`src/two_line_pulse_deframer_macros.svh`:
```
// Assertion helpers used by the framer source (tlpd_framer.sv).
`ifndef TWO_LINE_PULSE_DEFRAMER_MACROS_SVH
`define TWO_LINE_PULSE_DEFRAMER_MACROS_SVH

// Same-cycle implication.
`define TLPD_ASSERT_IMPLIES(label, clk, rst, ante, cons, msg) \
   label: assert property (@(posedge clk) disable iff (rst) (ante) |-> (cons)) \
      else $error(msg);

// Next-cycle implication.
`define TLPD_ASSERT_NEXT(label, clk, rst, ante, cons, msg) \
   label: assert property (@(posedge clk) disable iff (rst) (ante) |=> (cons)) \
      else $error(msg);

`endif

```
`src/tlpd_pkg.sv`:
```
package tlpd_pkg;

   localparam int SAMPLE_W     = 16;
   localparam int CSR_DATA_W   = 16;
   localparam int CSR_INDEX_W  = 1;
   localparam int HIT_W        = 16;
   localparam int IDLE_W       = 17;
   localparam int LENGTH_W     = 16;
   localparam int ITEM_VALUE_W = 16;

   localparam logic [CSR_INDEX_W-1:0] CSR_HIT_THRESHOLD = 1'b0;
   localparam logic [CSR_INDEX_W-1:0] CSR_GAP_LIMIT     = 1'b1;

   localparam logic [CSR_DATA_W-1:0] HIT_THRESHOLD_RESET = 16'd200;
   localparam logic [CSR_DATA_W-1:0] GAP_LIMIT_RESET     = 16'd100;

   localparam logic KIND_LENGTH = 1'b0;
   localparam logic KIND_DATA   = 1'b1;

   typedef enum logic [1:0] {
      PH_HUNT_LEN  = 2'd0,
      PH_LEN       = 2'd1,
      PH_HUNT_DATA = 2'd2,
      PH_DATA      = 2'd3
   } phase_type;

   typedef struct packed {
      logic fire;
      logic bit_val;
   } decision_type;

   typedef struct packed {
      logic                    valid;
      logic                    kind;
      logic [ITEM_VALUE_W-1:0] value;
      logic                    last;
   } item_type;

endpackage

```
`src/tlpd_req_if.sv`:
```
interface tlpd_req_if;
   logic                          valid;
   logic                          ready;
   logic [tlpd_pkg::SAMPLE_W-1:0] latency_line_one;
   logic [tlpd_pkg::SAMPLE_W-1:0] latency_line_zero;

   modport source (output valid, output latency_line_one, output latency_line_zero,
                   input ready);
   modport sink (input valid, input latency_line_one, input latency_line_zero,
                 output ready);
endinterface

```
`src/tlpd_rsp_if.sv`:
```
interface tlpd_rsp_if;
   logic                              valid;
   logic                              ready;
   logic                              item_kind;
   logic [tlpd_pkg::ITEM_VALUE_W-1:0] item_value;
   logic                              is_last;

   modport source (output valid, output item_kind, output item_value, output is_last,
                   input ready);
   modport sink (input valid, input item_kind, input item_value, input is_last,
                 output ready);
endinterface

```
`src/two_line_pulse_deframer.sv`:
```
// Pipeline: a poll passes the input register (s1), then the result register that drives rsp.
// Throughput: one poll per cycle unless rsp stalls; the input register and the result register
// let a new poll enter while a finished result waits on rsp.
// Reset (synchronous, active high): registers return to 200 and 100, hit and idle
// counts clear, and the framer starts hunting for a message start.
module two_line_pulse_deframer #(
   parameter int FRAME_BITS  = 40,
   parameter int LENGTH_BITS = 16
) (
   input  logic                             clock,
   input  logic                             reset,
   tlpd_req_if.sink                         req,
   tlpd_rsp_if.source                       rsp,
   input  logic                             csr_write_en,
   input  logic [tlpd_pkg::CSR_INDEX_W-1:0] csr_index,
   input  logic [tlpd_pkg::CSR_DATA_W-1:0]  csr_write_data
);
   import tlpd_pkg::*;

   logic [CSR_DATA_W-1:0]   threshold_ff, threshold_in;
   logic [CSR_DATA_W-1:0]   gap_ff, gap_in;

   logic                    s1_valid_ff, s1_valid_in;
   logic [SAMPLE_W-1:0]     s1_one_ff, s1_one_in;
   logic [SAMPLE_W-1:0]     s1_zero_ff, s1_zero_in;

   logic                    rsp_valid_ff, rsp_valid_in;
   logic                    rsp_kind_ff, rsp_kind_in;
   logic [ITEM_VALUE_W-1:0] rsp_value_ff, rsp_value_in;
   logic                    rsp_last_ff, rsp_last_in;

   logic                    advance, req_ready;
   decision_type            decision;
   item_type                item;

   always_comb begin
      threshold_in = threshold_ff;
      gap_in       = gap_ff;
      if (csr_write_en) begin
         case (csr_index)
            CSR_HIT_THRESHOLD: threshold_in = csr_write_data;
            CSR_GAP_LIMIT:     gap_in       = csr_write_data;
            default: begin
            end
         endcase
      end
   end

   // the poll in s1 moves on once the result register is free or being emptied
   assign advance   = s1_valid_ff && (!rsp_valid_ff || rsp.ready);
   assign req_ready = !s1_valid_ff || advance;
   assign req.ready = req_ready;

   assign s1_valid_in = req_ready ? req.valid : s1_valid_ff;
   assign s1_one_in   = (req_ready && req.valid) ? req.latency_line_one : s1_one_ff;
   assign s1_zero_in  = (req_ready && req.valid) ? req.latency_line_zero : s1_zero_ff;

   tlpd_bit_slicer u_slicer (
      .clock         (clock),
      .reset         (reset),
      .enable        (advance),
      .latency_one   (s1_one_ff),
      .latency_zero  (s1_zero_ff),
      .hit_threshold (threshold_ff),
      .gap_limit     (gap_ff),
      .decision      (decision)
   );

   tlpd_framer #(
      .FRAME_BITS  (FRAME_BITS),
      .LENGTH_BITS (LENGTH_BITS)
   ) u_framer (
      .clock (clock),
      .reset (reset),
      .dec   (decision),
      .res   (item)
   );

   assign rsp_valid_in = advance ? item.valid : (rsp_valid_ff && !rsp.ready);
   assign rsp_kind_in  = (advance && item.valid) ? item.kind  : rsp_kind_ff;
   assign rsp_value_in = (advance && item.valid) ? item.value : rsp_value_ff;
   assign rsp_last_in  = (advance && item.valid) ? item.last  : rsp_last_ff;

   always_ff @(posedge clock) begin
      if (reset) begin
         threshold_ff <= HIT_THRESHOLD_RESET;
         gap_ff       <= GAP_LIMIT_RESET;
         s1_valid_ff  <= 1'b0;
         rsp_valid_ff <= 1'b0;
      end else begin
         threshold_ff <= threshold_in;
         gap_ff       <= gap_in;
         s1_valid_ff  <= s1_valid_in;
         rsp_valid_ff <= rsp_valid_in;
      end
   end

   always_ff @(posedge clock) begin
      s1_one_ff    <= s1_one_in;
      s1_zero_ff   <= s1_zero_in;
      rsp_kind_ff  <= rsp_kind_in;
      rsp_value_ff <= rsp_value_in;
      rsp_last_ff  <= rsp_last_in;
   end

   assign rsp.valid      = rsp_valid_ff;
   assign rsp.item_kind  = rsp_kind_ff;
   assign rsp.item_value = rsp_value_ff;
   assign rsp.is_last    = rsp_last_ff;

endmodule

```
`src/tlpd_bit_slicer.sv`:
```
module tlpd_bit_slicer (
   input  logic                          clock,
   input  logic                          reset,
   input  logic                          enable,
   input  logic [tlpd_pkg::SAMPLE_W-1:0] latency_one,
   input  logic [tlpd_pkg::SAMPLE_W-1:0] latency_zero,
   input  logic [tlpd_pkg::SAMPLE_W-1:0] hit_threshold,
   input  logic [tlpd_pkg::SAMPLE_W-1:0] gap_limit,
   output tlpd_pkg::decision_type        decision
);
   import tlpd_pkg::*;

   logic [HIT_W-1:0]  ones_ff, ones_in;
   logic [HIT_W-1:0]  zeros_ff, zeros_in;
   logic [IDLE_W-1:0] idle_ff, idle_in;
   logic              hit_one, hit_zero, decide;

   assign hit_one  = latency_one < hit_threshold;
   assign hit_zero = latency_zero < hit_threshold;
   // a hit on either line blocks a decision on the same poll and restarts the idle count at one
   assign decide   = !hit_one && !hit_zero && (idle_ff > {1'b0, gap_limit});

   assign decision.fire    = enable && decide;
   assign decision.bit_val = ones_ff > zeros_ff;

   always_comb begin
      ones_in  = ones_ff;
      zeros_in = zeros_ff;
      idle_in  = idle_ff;
      if (enable) begin
         if (decide) begin
            ones_in  = '0;
            zeros_in = '0;
            idle_in  = '0;
         end else begin
            if (hit_one && ones_ff != '1) begin
               ones_in = ones_ff + 1'b1;
            end
            if (hit_zero && zeros_ff != '1) begin
               zeros_in = zeros_ff + 1'b1;
            end
            if (hit_one || hit_zero) begin
               idle_in = IDLE_W'(1);
            end else if (idle_ff != '1) begin
               idle_in = idle_ff + 1'b1;
            end
         end
      end
   end

   always_ff @(posedge clock) begin
      if (reset) begin
         ones_ff  <= '0;
         zeros_ff <= '0;
         idle_ff  <= '0;
      end else begin
         ones_ff  <= ones_in;
         zeros_ff <= zeros_in;
         idle_ff  <= idle_in;
      end
   end

endmodule

```
`src/tlpd_framer.sv`:
```
`include "two_line_pulse_deframer_macros.svh"

module tlpd_framer #(
   parameter int FRAME_BITS  = 40,
   parameter int LENGTH_BITS = 16
) (
   input  logic                   clock,
   input  logic                   reset,
   input  tlpd_pkg::decision_type dec,
   output tlpd_pkg::item_type     res
);
   import tlpd_pkg::*;

   localparam int FRAME_CNT_W = (FRAME_BITS > 1) ? $clog2(FRAME_BITS) : 1;
   localparam logic [FRAME_CNT_W-1:0] FRAME_LAST = FRAME_CNT_W'(FRAME_BITS - 1);
   localparam logic [LENGTH_W:0]      LEN_DONE   = (LENGTH_W + 1)'(LENGTH_BITS);

   phase_type               phase_ff, phase_in;
   logic                    hunt_last_ff, hunt_last_in;
   logic                    armed_ff, armed_in;
   logic [LENGTH_W-1:0]     length_ff, length_in;
   logic [LENGTH_W-1:0]     count_ff, count_in;
   logic [FRAME_CNT_W-1:0]  frame_ff, frame_in;

   logic                    hunt_done, armed_now, last_bit;
   logic [LENGTH_W:0]       count_inc;
   logic [LENGTH_W-1:0]     shifted;

   // 1 then 0 arms the hunt; a later 1,1 pair completes it
   assign armed_now = armed_ff | (hunt_last_ff & ~dec.bit_val);
   assign hunt_done = armed_ff & hunt_last_ff & dec.bit_val;
   assign count_inc = {1'b0, count_ff} + 1'b1;
   assign shifted   = {length_ff[LENGTH_W-2:0], dec.bit_val};
   assign last_bit  = count_inc >= {1'b0, length_ff};

   always_comb begin
      phase_in     = phase_ff;
      hunt_last_in = hunt_last_ff;
      armed_in     = armed_ff;
      length_in    = length_ff;
      count_in     = count_ff;
      frame_in     = frame_ff;
      res          = '0;
      if (dec.fire) begin
         case (phase_ff)
            PH_HUNT_LEN: begin
               if (hunt_done) begin
                  hunt_last_in = 1'b0;
                  armed_in     = 1'b0;
                  phase_in     = PH_LEN;
                  length_in    = '0;
                  count_in     = '0;
               end else begin
                  hunt_last_in = dec.bit_val;
                  armed_in     = armed_now;
               end
            end
            PH_LEN: begin
               length_in = shifted;
               if (count_inc < LEN_DONE) begin
                  count_in = count_inc[LENGTH_W-1:0];
               end else begin
                  count_in     = '0;
                  frame_in     = '0;
                  hunt_last_in = 1'b0;
                  armed_in     = 1'b0;
                  res.valid    = 1'b1;
                  res.kind     = KIND_LENGTH;
                  res.value    = shifted;
                  phase_in     = (shifted == '0) ? PH_HUNT_LEN : PH_HUNT_DATA;
               end
            end
            PH_HUNT_DATA: begin
               if (hunt_done) begin
                  hunt_last_in = 1'b0;
                  armed_in     = 1'b0;
                  phase_in     = PH_DATA;
               end else begin
                  hunt_last_in = dec.bit_val;
                  armed_in     = armed_now;
               end
            end
            PH_DATA: begin
               res.valid = 1'b1;
               res.kind  = KIND_DATA;
               res.value = ITEM_VALUE_W'(dec.bit_val);
               res.last  = last_bit;
               if (last_bit) begin
                  count_in     = '0;
                  length_in    = '0;
                  hunt_last_in = 1'b0;
                  armed_in     = 1'b0;
                  phase_in     = PH_HUNT_LEN;
               end else begin
                  count_in = count_inc[LENGTH_W-1:0];
                  // re-hunt at every frame boundary of the data bits
                  if (frame_ff == FRAME_LAST) begin
                     frame_in     = '0;
                     hunt_last_in = 1'b0;
                     armed_in     = 1'b0;
                     phase_in     = PH_HUNT_DATA;
                  end else begin
                     frame_in = frame_ff + 1'b1;
                  end
               end
            end
            default: begin
               phase_in = PH_HUNT_LEN;
            end
         endcase
      end
   end

   always_ff @(posedge clock) begin
      if (reset) begin
         phase_ff     <= PH_HUNT_LEN;
         hunt_last_ff <= 1'b0;
         armed_ff     <= 1'b0;
         length_ff    <= '0;
         count_ff     <= '0;
         frame_ff     <= '0;
      end else begin
         phase_ff     <= phase_in;
         hunt_last_ff <= hunt_last_in;
         armed_ff     <= armed_in;
         length_ff    <= length_in;
         count_ff     <= count_in;
         frame_ff     <= frame_in;
      end
   end

   `TLPD_ASSERT_IMPLIES(a_result_needs_bit, clock, reset, res.valid, dec.fire,
      "result without a decided bit")
   `TLPD_ASSERT_NEXT(a_length_then_hunt, clock, reset, res.valid && res.kind == KIND_LENGTH,
      phase_ff == PH_HUNT_LEN || phase_ff == PH_HUNT_DATA, "no hunt after length word")
   `TLPD_ASSERT_NEXT(a_last_restarts, clock, reset, res.valid && res.last,
      phase_ff == PH_HUNT_LEN && count_ff == '0, "message end did not restart hunt")

endmodule
```
`src/flat_wrapper.sv`:
```
// flat-port wrapper written by rule: the top's interface ports become plain ports
module two_line_pulse_deframer_flat import tlpd_pkg::*;
#(
   parameter int FRAME_BITS  = 40,
   parameter int LENGTH_BITS = 16
)
  (clock, reset, csr_write_en, csr_index, csr_write_data, req_valid, req_latency_line_one, req_latency_line_zero, req_ready, rsp_valid, rsp_item_kind, rsp_item_value, rsp_is_last, rsp_ready);
  tlpd_req_if req_i ();
  tlpd_rsp_if rsp_i ();
  input  logic clock;
  input  logic reset;
  input  logic csr_write_en;
  input  logic [tlpd_pkg::CSR_INDEX_W-1:0] csr_index;
  input  logic [tlpd_pkg::CSR_DATA_W-1:0] csr_write_data;
  input wire logic [$bits(req_i.valid)-1:0] req_valid;
  input wire logic [$bits(req_i.latency_line_one)-1:0] req_latency_line_one;
  input wire logic [$bits(req_i.latency_line_zero)-1:0] req_latency_line_zero;
  output wire logic [$bits(req_i.ready)-1:0] req_ready;
  output wire logic [$bits(rsp_i.valid)-1:0] rsp_valid;
  output wire logic [$bits(rsp_i.item_kind)-1:0] rsp_item_kind;
  output wire logic [$bits(rsp_i.item_value)-1:0] rsp_item_value;
  output wire logic [$bits(rsp_i.is_last)-1:0] rsp_is_last;
  input wire logic [$bits(rsp_i.ready)-1:0] rsp_ready;
  assign req_i.valid = req_valid;
  assign req_i.latency_line_one = req_latency_line_one;
  assign req_i.latency_line_zero = req_latency_line_zero;
  assign req_ready = req_i.ready;
  assign rsp_valid = rsp_i.valid;
  assign rsp_item_kind = rsp_i.item_kind;
  assign rsp_item_value = rsp_i.item_value;
  assign rsp_is_last = rsp_i.is_last;
  assign rsp_i.ready = rsp_ready;
  two_line_pulse_deframer #(.FRAME_BITS(FRAME_BITS), .LENGTH_BITS(LENGTH_BITS)) u_core (.clock(clock), .reset(reset), .req(req_i), .rsp(rsp_i), .csr_write_en(csr_write_en), .csr_index(csr_index), .csr_write_data(csr_write_data));
endmodule
```
`config.mk`:
```
export PLATFORM = sky130hd
export DESIGN_NAME = two_line_pulse_deframer_flat
export DESIGN_NICKNAME = d
export VERILOG_FILES = /design/src/tlpd_pkg.sv /design/src/tlpd_req_if.sv /design/src/tlpd_rsp_if.sv /design/src/two_line_pulse_deframer.sv /design/src/tlpd_bit_slicer.sv /design/src/tlpd_framer.sv /design/src/flat_wrapper.sv
export VERILOG_INCLUDE_DIRS = /design/src /design/src/src
export SDC_FILE = /design/constraint.sdc
export NUM_CORES = 1
export LEC_CHECK = 0
export ABC_AREA = 1
export BUFFER_PORTS_ARGS = -buffer_cell sky130_fd_sc_hd__buf_2
export CORE_AREA = 2 2 141 143
export DETAILED_ROUTE_END_ITERATION = 12
export DIE_AREA = 0 0 143 145
export PLACE_DENSITY = 0.73
export SLEW_MARGIN = 30
export SYNTH_ARGS = -nofsm -noshare
export SYNTH_HDL_FRONTEND = slang
export SYNTH_SLANG_ARGS = --single-unit
```
`constraint.sdc`:
```
create_clock -name clock -period 6.89 [get_ports clock]
set_input_delay 0.689 -clock clock [delete_from_list [all_inputs] [get_ports clock]]
set_output_delay 0.689 -clock clock [all_outputs]
set_load 0.01 [all_outputs]
```
==> summary.txt, run 1 <==
Clock tree
  – # H-tree levels: 4
  – Worst-skew pair later-pin latency: about 0.44 ns
  – Root buffer cell: clkbuf_16
  – CTS max path bufs: 2
  – CTS tree: built
  – CTS buffer count: 17
  – Clock slew at reported path FFs: 0.08 ns
  – Post-CTS sizing: 0
  – Hold_buf cts: 0
  – Post-CTS Setup Bufs: 0
  – TritonCTS Sinks: between 150 and 200

Yosys
  – EDFF count, synth: 50
  – Async SR Flop Fraction: 0%
  – Synth Net Count: approximately 1,500
  – Cells after Synth: ~1,400
  – Top FF cell, synth: dfxtp_1
  – Yosys warnings: 0
  – Yosys cell types: 40
  – Seq/Total Area, Yosys: 38.5%
  – Yosys reg bits: 175
  – Synthesized area per cell: roughly 7.4 um^2
  – Syn Std Cell Area: a little over 10,000 um^2

Drt
  – Via/cell ratio: between 5 and 6
  – Wire length per cell: about 14 um
  – Detail Route Antenna Nets: 0
  – Overall via count from detail_route: roughly 9,100
  – DRC Markers: 0
  – DR iter-0 viols: around 510
  – TritonRoute pass-1 iters: 7
  – Drt total wl: 23.5 mm

Timing
  – Count of endpoints failing setup in the final report: 0
  – Setup_tns: 0 ns
  – Min Clock Period, post-route: roughly 3.4 ns
  – Maximum achievable frequency: about 0.30 GHz
  – Final hold vios: 0
  – Max_slew headroom: slightly below 50%
  – Worst Tran Pin Value: 0.765 ns
  – Fin. max-slew vios: 0
  – Skew final: between 0.01 and 0.015 ns
  – RSZ-0062 raised after global routing: no
  – Final Cycle Share: slightly below 50%

Power and ir drop
  – Max VDD drop: between 150 and 200 uV
  – LEAKAGE: roughly 0.005 uW
  – Pwr per Cell Area: 197 nW/um^2
  – Tot Pwr: around 2300 uW

Layout
  – Most common cell after layout, fill and taps aside: nand2_1
  – Most frequent cells in the layout: nand2_1, nor2_1, inv_1
  – Area growth from synthesis to layout: 10.8%
  – Number of antenna diodes: 0
  – Nets@finish: about 1,600
  – Layout cells sized above 1: approximately 11%

Die
  – Num rows: between 50 and 60
  – Starting Density: between 50% and 60%
  – Die Span Y: 145 um
  – DIE AREA: 20,700 um^2
  – Io pins: 74
  – Die W: roughly 140 um
  – Core Region: just under 20,000 um^2

Setup path
  – Crit Path Category: register to register
  – CP endpoint kind: register
  – CP max FO: 15
  – CP cell instances: ha_1 > nand3_2 > nor2_4 > nand2_2 > nor2_2 > nand2_1 > nand2_2 > inv_1 > ha_1 > nand2_1 > nor2_1 > nand3b_1 > nor2_1 > nor2_1 > nand3_2 > nor2_4 > nand2_4 > nand2_2 > inv_4 > nand3_4 > inv_4 > nor2_1 > nor2_1
  – Data arrival, critical path: 3.71 ns
  – Worst path bufs/invs: 3
  – Req. time, crit path: 7.22 ns
  – Crit path largest cell delay: 0.44 ns
  – Family with the most delay on the worst path: simple AND/OR/NAND/NOR gates
  – Worst path slowest cell: dfxtp_1
  – Most used cell, CP: nor2_1
  – Worst Setup Start Kind: register

GRT
  – Global-route met1 utilization: around 30%
  – Initial antenna violation count: 0
  – Total global routing overflow: 0
  – Busiest grt layer: met2
  – All-Layer GR Usage: a little under a quarter
  – Met2 usage: 37.5%
  – Met3 Track Usage GR: roughly 4.6%
  – First-pass GRT wire length: between 30 and 40 mm
  – Vias in the first global route: 8,323
  – Largest net degree at the start of global routing: between 50 and 60

Placed design
  – Gpl congestion: slightly below 0.9
  – Port bufs: 73
  – Detailed Place HPWL: 17.5 mm

Outcome
  – Status: complete, no violations

Min path
  – Hold Path Class: input pin to register

Flow run
  – Max-cap violations: 0
cells by family after synthesis:
family | synth area share [%]
and+or+nand+nor | 31.7
buffers and inverters | 7.87
AOI/OAI and AO/OA | 8.86
DFF | 38.5
adders and majority gates | 10.1
xor gates and xnor gates | 2.95
final cells by class:
cell class,count,area (um^2)
fillers,1730,7690
inverters,160,606
clock buffers,17,425
repair buffers,77,403
multi-input cells,1032,5580
well taps,265,332
flip-flops and latches,175,4000
clock inverters,15,171
cell usage after synthesis, types with 29 or more instances:
cell      instances  area, um^2
nand3_1          60         300
edfxtp_1         50        1500
dfxtp_1         125        2500
a21oi_1         119         596
ha_1             84        1050
xor2_1           29         254
nand2_1         351        1320
nand4_1          39         244
nor2_1          185         694
nor3_1           33         165
o21ai_0          43         215
inv_1           155         582
flip-flops by register name (all words and copies together) (netlist names), 2 cells and up:
name	flops
u_core.gap_ff	16
u_core.rsp.item_value	16
u_core.s1_one_ff	16
u_core.s1_zero_ff	16
u_core.threshold_ff	16
u_core.u_framer.count_ff	16
u_core.u_framer.frame_ff	6
u_core.u_framer.length_ff	16
u_core.u_framer.phase_ff	2
u_core.u_slicer.idle_ff	17
u_core.u_slicer.ones_ff	16
u_core.u_slicer.zeros_ff	16
metal layers:
metal	part of all wire, %	up-vias
met5	0	-
met4	2.4	0
met2	46	245
met3	5.2	47
met1	46	4103
li1	-	4710
through the flow:
step	instance area [um^2]	hold WS [ns]	utilization [%]	instances	worst slack, ns
2_1_floorplan	10400	0.433	-	1405	4.12
3_3_place_gp	10900	0.446	56.8	1708	3.63
3_5_place_dp	10900	0.452	56.8	1708	3.58
4_1_cts	11500	0.402	59.9	1740	3.55
5_1_grt	11500	0.396	60.0	1741	3.22
6_report	11500	0.415	60.0	1741	3.51
path summary, 6_finish.rpt:
| path | end | depth (start not counted) | slack, ns | from |
|---|---|---|---|---|
| min reg2reg | u_core.gap_ff[1] | 2 | 0.46 | u_core.gap_ff[1] |
| min | u_core.s1_one_ff[2] | 1 | 0.41 | req_latency_line_one[2] |
| max reg2reg | u_core.u_framer.length_ff[4] | 23 | 3.51 | u_core.u_framer.count_ff[0] |
| max | u_core.u_framer.length_ff[4] | 23 | 3.51 | u_core.u_framer.count_ff[0] |
report_power, final:
part           total [uW]  switching, uW  internal [uW]
clock network         978            459            519
registers            1100           12.8           1090
logic                 191            129           62.4
total                2270            601           1670
worst reg2reg max path, stage by stage (launching register included):
cell	delay (ns)
dfxtp_1	0.44
ha_1	0.26
nand3_2	0.15
nor2_4	0.18
nand2_2	0.09
nor2_2	0.11
nand2_1	0.07
nand2_2	0.11
inv_1	0.06
ha_1	0.28
nand2_1	0.11
nor2_1	0.06
nand3b_1	0.07
nor2_1	0.05
nor2_1	0.10
nand3_2	0.10
nor2_4	0.32
nand2_4	0.08
nand2_2	0.09
inv_4	0.08
nand3_4	0.14
inv_4	0.13
nor2_1	0.13
nor2_1	0.06
Power figures use the tool's default switching activity.
==> run 2: changes to the inputs <==
--- a/config.mk
+++ b/config.mk
@@ -6,11 +6,11 @@
 export SDC_FILE = /design/constraint.sdc
 export NUM_CORES = 1
 export LEC_CHECK = 0
-export ABC_AREA = 1
+export ABC_AREA = 0
 export BUFFER_PORTS_ARGS = -buffer_cell sky130_fd_sc_hd__buf_2
-export CORE_AREA = 2 2 141 143
+export CORE_AREA = 2 2 134 136
 export DETAILED_ROUTE_END_ITERATION = 12
-export DIE_AREA = 0 0 143 145
+export DIE_AREA = 0 0 136 138
 export PLACE_DENSITY = 0.73
 export SLEW_MARGIN = 30
 export SYNTH_ARGS = -nofsm -noshare
==> constraint.sdc (replaced) <==
create_clock -name clock -period 3.15 [get_ports clock]
set_input_delay 0.315 -clock clock [delete_from_list [all_inputs] [get_ports clock]]
set_output_delay 0.315 -clock clock [all_outputs]
set_load 0.01 [all_outputs]
==> run 2 against run 1 <==
  * Via count decreased by 13%
  * Clock skew decreased by 0.0033 ns
  * Non-clock buffer count increased by 85
  * Total power increased by 110%
  * Clock-buffer cell count increased by 2
  * Sequential power increased by 120%
  * Design area decreased by 1.6%
  * The run now ends with setup timing left
  * Combinational power increased by 79%
  * Maximum frequency increased by 2.9%
  * Register-to-register slack got worse by 3.6 ns
  * Core utilization increased by 4.7 points
==> summary.txt, run 2 <==
Min path
  – Hold Crit Depth: 1 (unchanged)
  – Hold Path Class: input pin to register
  – Hold_sp: req_latency_line_zero[13]
  – Hold endpoint: u_core.s1_zero_ff[13]

GRT
  – All-Layer GR Usage: 23.9% (+0.97 points)
  – First-pass GRT wire length: 36.3 mm (-6.8%)
  – Largest net degree at the start of global routing: 52 (-10%)
  – Initial antenna violation count: 0 (unchanged)
  – Vias in the first global route: 7,528 (-9.6%)
  – Total global routing overflow: 0 (unchanged)

Timing
  – Count of endpoints failing setup in the final report: 22 (+22)
  – Fin. max-slew vios: 0 (unchanged)
  – Skew final: 0.00990 ns (-0.00333 ns)
  – Final Hold Slack: 0.0550 ns (-0.360 ns)
  – Final Cycle Share: 104% (+55 points)
  – Min Clock Period, post-route: 3.28 ns (-0.0964 ns)
  – Setup WS post-layout: -0.133 ns (-3.64 ns)
  – RSZ-0062 raised after global routing: yes
  – Final hold vios: 0 (unchanged)
  – Worst Tran Pin Value: 0.709 ns (-0.0556 ns)
  – Maximum achievable frequency: 0.305 GHz (+2.9%)
  – Max_slew headroom: 52.7% (+3.8 points)

Yosys
  – Yosys reg bits: 175 (unchanged)
  – Synthesized area per cell: 9.26 um^2 (+25%)
  – Most common cell in the netlist: dfxtp_1
  – Yosys warnings: 0 (unchanged)
  – Top FF cell, synth: dfxtp_1
  – Largest area contributor in the netlist: dfxtp_1
  – Syn Std Cell Area: 9320 um^2 (-10%)
  – Ranking of synthesized cells by area: dfxtp_1, edfxtp_1, ha_1
  – Area share of the largest cell type after synthesis: 26.8% (+2.8 points)
  – Seq/Total Area, Yosys: 43.0% (+4.5 points)
  – Async SR Flop Fraction: 0% (unchanged)
  – Yosys cell types: 75 (+88%)
  – Synth Net Count: 1,145 (-26%)
  – Post-synth top cells: dfxtp_1, nand2_1, ha_1
  – EDFF count, synth: 50 (unchanged)
  – Cells after Synth: 1,007 (-28%)

Power and ir drop
  – LEAKAGE: 0.00452 uW (-9.5%)
  – Pwr per Cell Area: 417 nW/um^2 (+110%)
  – Max VDD drop: 389 uV (+140%)

Layout
  – Most common cell after layout, fill and taps aside: dfxtp_1
  – Layout cells sized above 1: 22.3% (+11 points)
  – Largest register FFs: 17 (unchanged)
  – Nets@finish: 1,284 (-20%)
  – Number of antenna diodes: 0 (unchanged)
  – Most frequent cells in the layout: dfxtp_1, nand2_1, ha_1
  – FF+latch area: 4020 um^2 (+0.37%)
  – Footprint of the multi-input gates: 5070 um^2 (-9.1%)
  – FILL cells: 1,440 (-17%)
  – Area growth from synthesis to layout: 21.6%
  – Largest Register: u_core.u_slicer.idle_ff

Clock tree
  – CTS tree: built
  – CTS max path bufs: 2 (unchanged)
  – Hold_buf cts: 0 (unchanged)
  – CTS buffer count: 17 (unchanged)
  – Clock slew at reported path FFs: 0.07 ns (about the same)
  – # H-tree levels: 4 (unchanged)
  – Root buffer cell: clkbuf_16
  – TritonCTS Sinks: 175 (unchanged)
  – Worst-skew pair later-pin latency: 0.43 ns (about the same)

Setup path
  – R2R setup slack: -0.13 ns (-3.64 ns)
  – Reg2reg end: u_core.u_framer.count_ff[9]
  – Setup crit start: u_core.u_framer.count_ff[12]
  – Crit Path Category: register to register
  – RR Startpoint: u_core.u_framer.count_ff[12]
  – Reg2Reg Depth: 15 (-35%)
  – CP max FO: 5 (-10)
  – Req. time, crit path: 3.47 ns (-3.75 ns)
  – CP endpoint kind: register
  – Worst Setup Start Kind: register
  – Data arrival, critical path: 3.60 ns (-0.11 ns)

Drt
  – Drt total wl: 22.2 mm (-5.8%)
  – DR iter-0 viols: 549 (+7.9%)
  – Detail Route Antenna Nets: 0 (unchanged)
  – DRC Markers: 0 (unchanged)
  – Wire length per cell: 16.0 um (+18%)
  – TritonRoute pass-1 iters: 5 (-2)
  – Via/cell ratio: 5.69 (+8.9%)
  – Overall via count from detail_route: 7,902 (-13%)

Placed design
  – Post-place setup slack: -0.309 ns (-3.89 ns)
  – Detailed Place HPWL: 16.2 mm (-7.5%)
  – Gpl congestion: 0.844 (-4.6%)
  – Port bufs: 73 (unchanged)

Die
  – DIE AREA: 18,800 um^2 (-9.5%)
  – Num rows: 49 (-3.9%)
  – Die W: 136 um (-4.9%)
  – Core Region: 17,500 um^2 (-8.7%)
  – Die Span Y: 138 um (-4.8%)
  – Io pins: 74 (unchanged)
  – Starting Density: 53.2% (-0.98 points)

Flow run
  – Max-cap violations: 0 (unchanged)

Outcome
  – Status: complete, but fails checks
  – Violated checks: setup timing
[run 2: layout make-up]
class / instances / area share (%)
timing repair buffer: 162 / 9.97
clock buffer: 19 / 3.91
multi-input combinational: 715 / 44.7
tap: 229 / 2.53
inverter: 75 / 2.48
sequential: 175 / 35.5
clock inverter: 13 / 0.917
[run 2: what timing repair did]
action | CTS | global route
pin swaps | 16 | 20
endpoints found under the setup margin | 43 | 97
hold endpoints to repair | 0 | 0
buffers inserted | 5 | 4
gates resized for setup | 28 | 34
[run 2: cell families after synthesis]
group           share of synthesized area (%)
simple gates                             20.3
compound gates                           16.0
flops                                    43.0
buf+inv                                  5.05
fa+ha+maj                                11.3
xor+xnor                                 4.32
mux                                     0.107
[run 2: worst max-delay path by stage]
stage,end,cells after the start
after CTS,u_core.u_framer.armed_ff,14
after detailed placement,u_core.u_framer.length_ff[15],14
after global placement,u_core.u_framer.armed_ff,14
after global routing,u_core.u_framer.count_ff[3],15
after floorplan,u_core.u_framer.armed_ff,14
final,u_core.u_framer.count_ff[9],15
[run 2: critical path, cell delays in order, from the launching register on]
cell and delay, ns:
dfxtp_1 0.35, nand4_1 0.19, nor4_4 0.35, nand3_2 0.13
xnor2_2 0.18, ha_1 0.30, nand2_1 0.08, or3_4 0.33
a311o_1 0.29, nand4_1 0.11, buf_4 0.15, or2_4 0.19
o22ai_4 0.11, buf_6 0.17, a22oi_2 0.14, o41ai_2 0.09
[run 2: power breakdown]
| part | switching (uW) | internal, uW |
|---|---|---|
| logic | 203 | 139 |
| registers | 29.5 | 2370 |
| clock network | 936 | 1050 |
[run 2: through the flow]
stage	area [um^2]	power (uW)	std cells	util [%]	TNS, ns
floorplan	9390	2640	1007	-	-1.04
CTS	11200	4740	1384	63.7	-4.06
global placement	10500	2770	1347	59.8	-4.73
finish	11300	4730	1388	64.6	-1.56
detailed placement	10500	2780	1347	59.8	-8.01
global route	11300	4890	1388	64.6	-7.80
[run 2: metal layers]
layer	global-route usage (%)	vias up	share of wire, %
met2	39.8	181	50
met3	3.15	37	4.2
li1	-	3911	-
met5	0	-	0
met4	9.27	0	2.5
met1	31.5	3773	44
==> run 3: changes to the inputs <==
--- a/config.mk
+++ b/config.mk
@@ -12,6 +12,7 @@
 export DETAILED_ROUTE_END_ITERATION = 12
 export DIE_AREA = 0 0 136 138
 export PLACE_DENSITY = 0.73
+export REMOVE_ABC_BUFFERS = 1
 export SLEW_MARGIN = 30
 export SYNTH_ARGS = -nofsm -noshare
 export SYNTH_HDL_FRONTEND = slang
==> run 3 against run 2 <==
  * Sequential cell count stayed put
  * Sequential power about the same
  * Global-route usage increased by 0.33 points
  * Clock skew is 0.0028 ns higher
  * Non-clock buffer count up 11
  * The flow still finishes with violations (setup timing)
  * Total power increased by 2.3%
  * Maximum frequency is 3.9% lower
  * Die area is the same
  * Clock power is 6% higher
==> summary.txt, run 3 (same netlist as run 2, synthesis figures left out) <==
Layout
  – Largest register FFs: 17 (unchanged)
  – Most common cell after layout, fill and taps aside: dfxtp_1
  – Number of antenna diodes: 0 (unchanged)
  – Layout cells sized above 1: 23.4% (+1.2 points)
  – Most frequent cells in the layout: dfxtp_1, nand2_1, ha_1
  – Final core utilization: 65.7% (+1.1 points)
  – Nets@finish: 1,295 (+0.86%)
  – FILL cells: 1,386 (-3.8%)
  – Area growth from synthesis to layout: 23.7%
  – Largest Register: u_core.u_slicer.idle_ff

Timing
  – Count of endpoints failing setup in the final report: 40 (+82%)
  – Min Clock Period, post-route: 3.42 ns (+0.133 ns)
  – Max_slew headroom: 53.5% (+0.73 points)
  – Maximum achievable frequency: 0.293 GHz (-3.9%)
  – Fin. max-slew vios: 0 (unchanged)
  – Worst Tran Pin Value: 0.698 ns (-0.0110 ns)
  – Final hold vios: 0 (unchanged)
  – Final Hold Slack: 0.0654 ns (+0.0104 ns)
  – RSZ-0062 raised after global routing: yes
  – Skew final: 0.0127 ns (+0.00277 ns)
  – Setup WS post-layout: -0.266 ns (-0.133 ns)
  – Final Cycle Share: 108% (+4.2 points)
  – Setup_tns: -5.20 ns (-3.64 ns)

Setup path
  – Data arrival, critical path: 3.76 ns (+0.16 ns)
  – R2R setup slack: -0.27 ns (-0.13 ns)
  – RR Startpoint: u_core.u_framer.count_ff[1]
  – Worst Setup Start Kind: register
  – CP endpoint kind: register
  – Critical Path End: u_core.u_framer.phase_ff[1]
  – Reg2reg end: u_core.u_framer.phase_ff[1]
  – CP max FO: 4 (-1)
  – Reg2Reg Depth: 18 (+3)
  – Setup crit start: u_core.u_framer.count_ff[1]
  – Crit Path Category: register to register
  – Req. time, crit path: 3.50 ns (+0.03 ns)

Clock tree
  – Clock slew at reported path FFs: 0.06 ns (about the same)
  – CTS buffer count: 17 (unchanged)
  – # H-tree levels: 4 (unchanged)
  – Worst-skew pair later-pin latency: 0.43 ns (about the same)
  – TritonCTS Sinks: 175 (unchanged)
  – CTS tree: built
  – Root buffer cell: clkbuf_16
  – Hold_buf cts: 0 (unchanged)
  – CTS max path bufs: 2 (unchanged)

GRT
  – Vias in the first global route: 7,584 (+0.74%)
  – Total global routing overflow: 0 (unchanged)
  – First-pass GRT wire length: 36.8 mm (+1.2%)
  – All-Layer GR Usage: 24.2% (+0.33 points)
  – Initial antenna violation count: 0 (unchanged)
  – Largest net degree at the start of global routing: 56 (+7.7%)

Die
  – Core Region: 17,500 um^2 (unchanged)
  – Die W: 136 um (unchanged)
  – Num rows: 49 (unchanged)
  – Starting Density: 53.2% (unchanged)
  – Io pins: 74 (unchanged)
  – DIE AREA: 18,800 um^2 (unchanged)
  – Die Span Y: 138 um (unchanged)

Placed design
  – Detailed Place HPWL: 16.0 mm (-1.6%)
  – Gpl congestion: 0.932 (+10%)
  – Port bufs: 73 (unchanged)
  – Post-place setup slack: -0.286 ns (+0.0228 ns)

Drt
  – Drt total wl: 22.5 mm (+1.7%)
  – DRC Markers: 0 (unchanged)
  – DR iter-0 viols: 479 (-13%)
  – Overall via count from detail_route: 7,910 (+0.10%)
  – Detail Route Antenna Nets: 0 (unchanged)
  – TritonRoute pass-1 iters: 7 (+2)
  – Wire length per cell: 16.1 um (+0.86%)
  – Via/cell ratio: 5.65 (-0.69%)

Min path
  – Hold Path Class: input pin to register

Power and ir drop
  – Pwr per Cell Area: 419 nW/um^2 (+0.53%)
  – Tot Pwr: 4830 uW (+2.3%)
  – Max VDD drop: 420 uV (+8.1%)
  – LEAKAGE: 0.00462 uW (+2.2%)

Outcome
  – Violated checks: setup timing
  – Status: complete, but fails checks

Flow run
  – Max-cap violations: 0 (unchanged)
run 3: changes by cell type in the layout (fill, tap and decap cells not counted), sizes merged:
| cell | change |
|---|---|
| bufinv | +2 |
| clkbuf | +1 |
| clkinvlp | +1 |
| clkinv | -1 |
| buf | +11 |
| inv | -3 |
run 3: what timing repair did:
item,in CTS,in global routing
setup endpoints to repair,40,101
pin swaps,29,35
gates cloned,1,0
setup buffers,13,17
resized for setup,44,48
run 3: worst min-delay path by stage:
stage | end | from | cells after the start
finish | u_core.s1_zero_ff[4] | req_latency_line_zero[4] | 1
global route | u_core.s1_zero_ff[11] | req_latency_line_zero[11] | 1
detailed placement | u_core.threshold_ff[1] | u_core.threshold_ff[1] | 2
CTS | u_core.s1_zero_ff[4] | req_latency_line_zero[4] | 1
global placement | u_core.threshold_ff[9] | u_core.threshold_ff[9] | 2
floorplan | u_core.gap_ff[0] | reset | 1
run 3: through the flow:
step / std cells / area [um^2]
6_report: 1399 / 11500
4_1_cts: 1386 / 11200
5_1_grt: 1399 / 11500
2_1_floorplan: 965 / 9130
3_5_place_dp: 1340 / 10400
3_3_place_gp: 1340 / 10400
run 3: where the power goes:
part	internal (uW)	switching [uW]
Sequential	2370	28.7
Clock	1190	894
Combinational	138	207
run 3: worst max-delay path: stages, from the launching register on:
cell and delay, ns:
dfxtp_2 0.36, ha_4 0.14, nand4_1 0.14, buf_4 0.19, nor3_4 0.17, nand2_1 0.11, xnor2_1 0.15, ha_1 0.29
nand2_2 0.05, or3_1 0.35, a311o_1 0.28, nand4_1 0.14, buf_6 0.14, nand2b_4 0.13, o211ai_4 0.08, buf_4 0.15
buf_4 0.12, o21a_1 0.19, nor3_2 0.13
run 3: layout make-up:
class,instances,area [um^2],area share (%)
multi-input cells,715,5130,44.5
well taps,229,287,2.49
repair buffers,173,1230,10.7
flip-flops and latches,175,4010,34.8
clock buffers,20,447,3.88
clock inverters,12,133,1.15
inverters,75,282,2.44
run 3: routing by layer:
layer	GRT usage, %	part of all wire [%]
met1	31.5	45
met2	41.4	50
met3	4.55	4.2
met4	6.20	0.95
met5	0	0
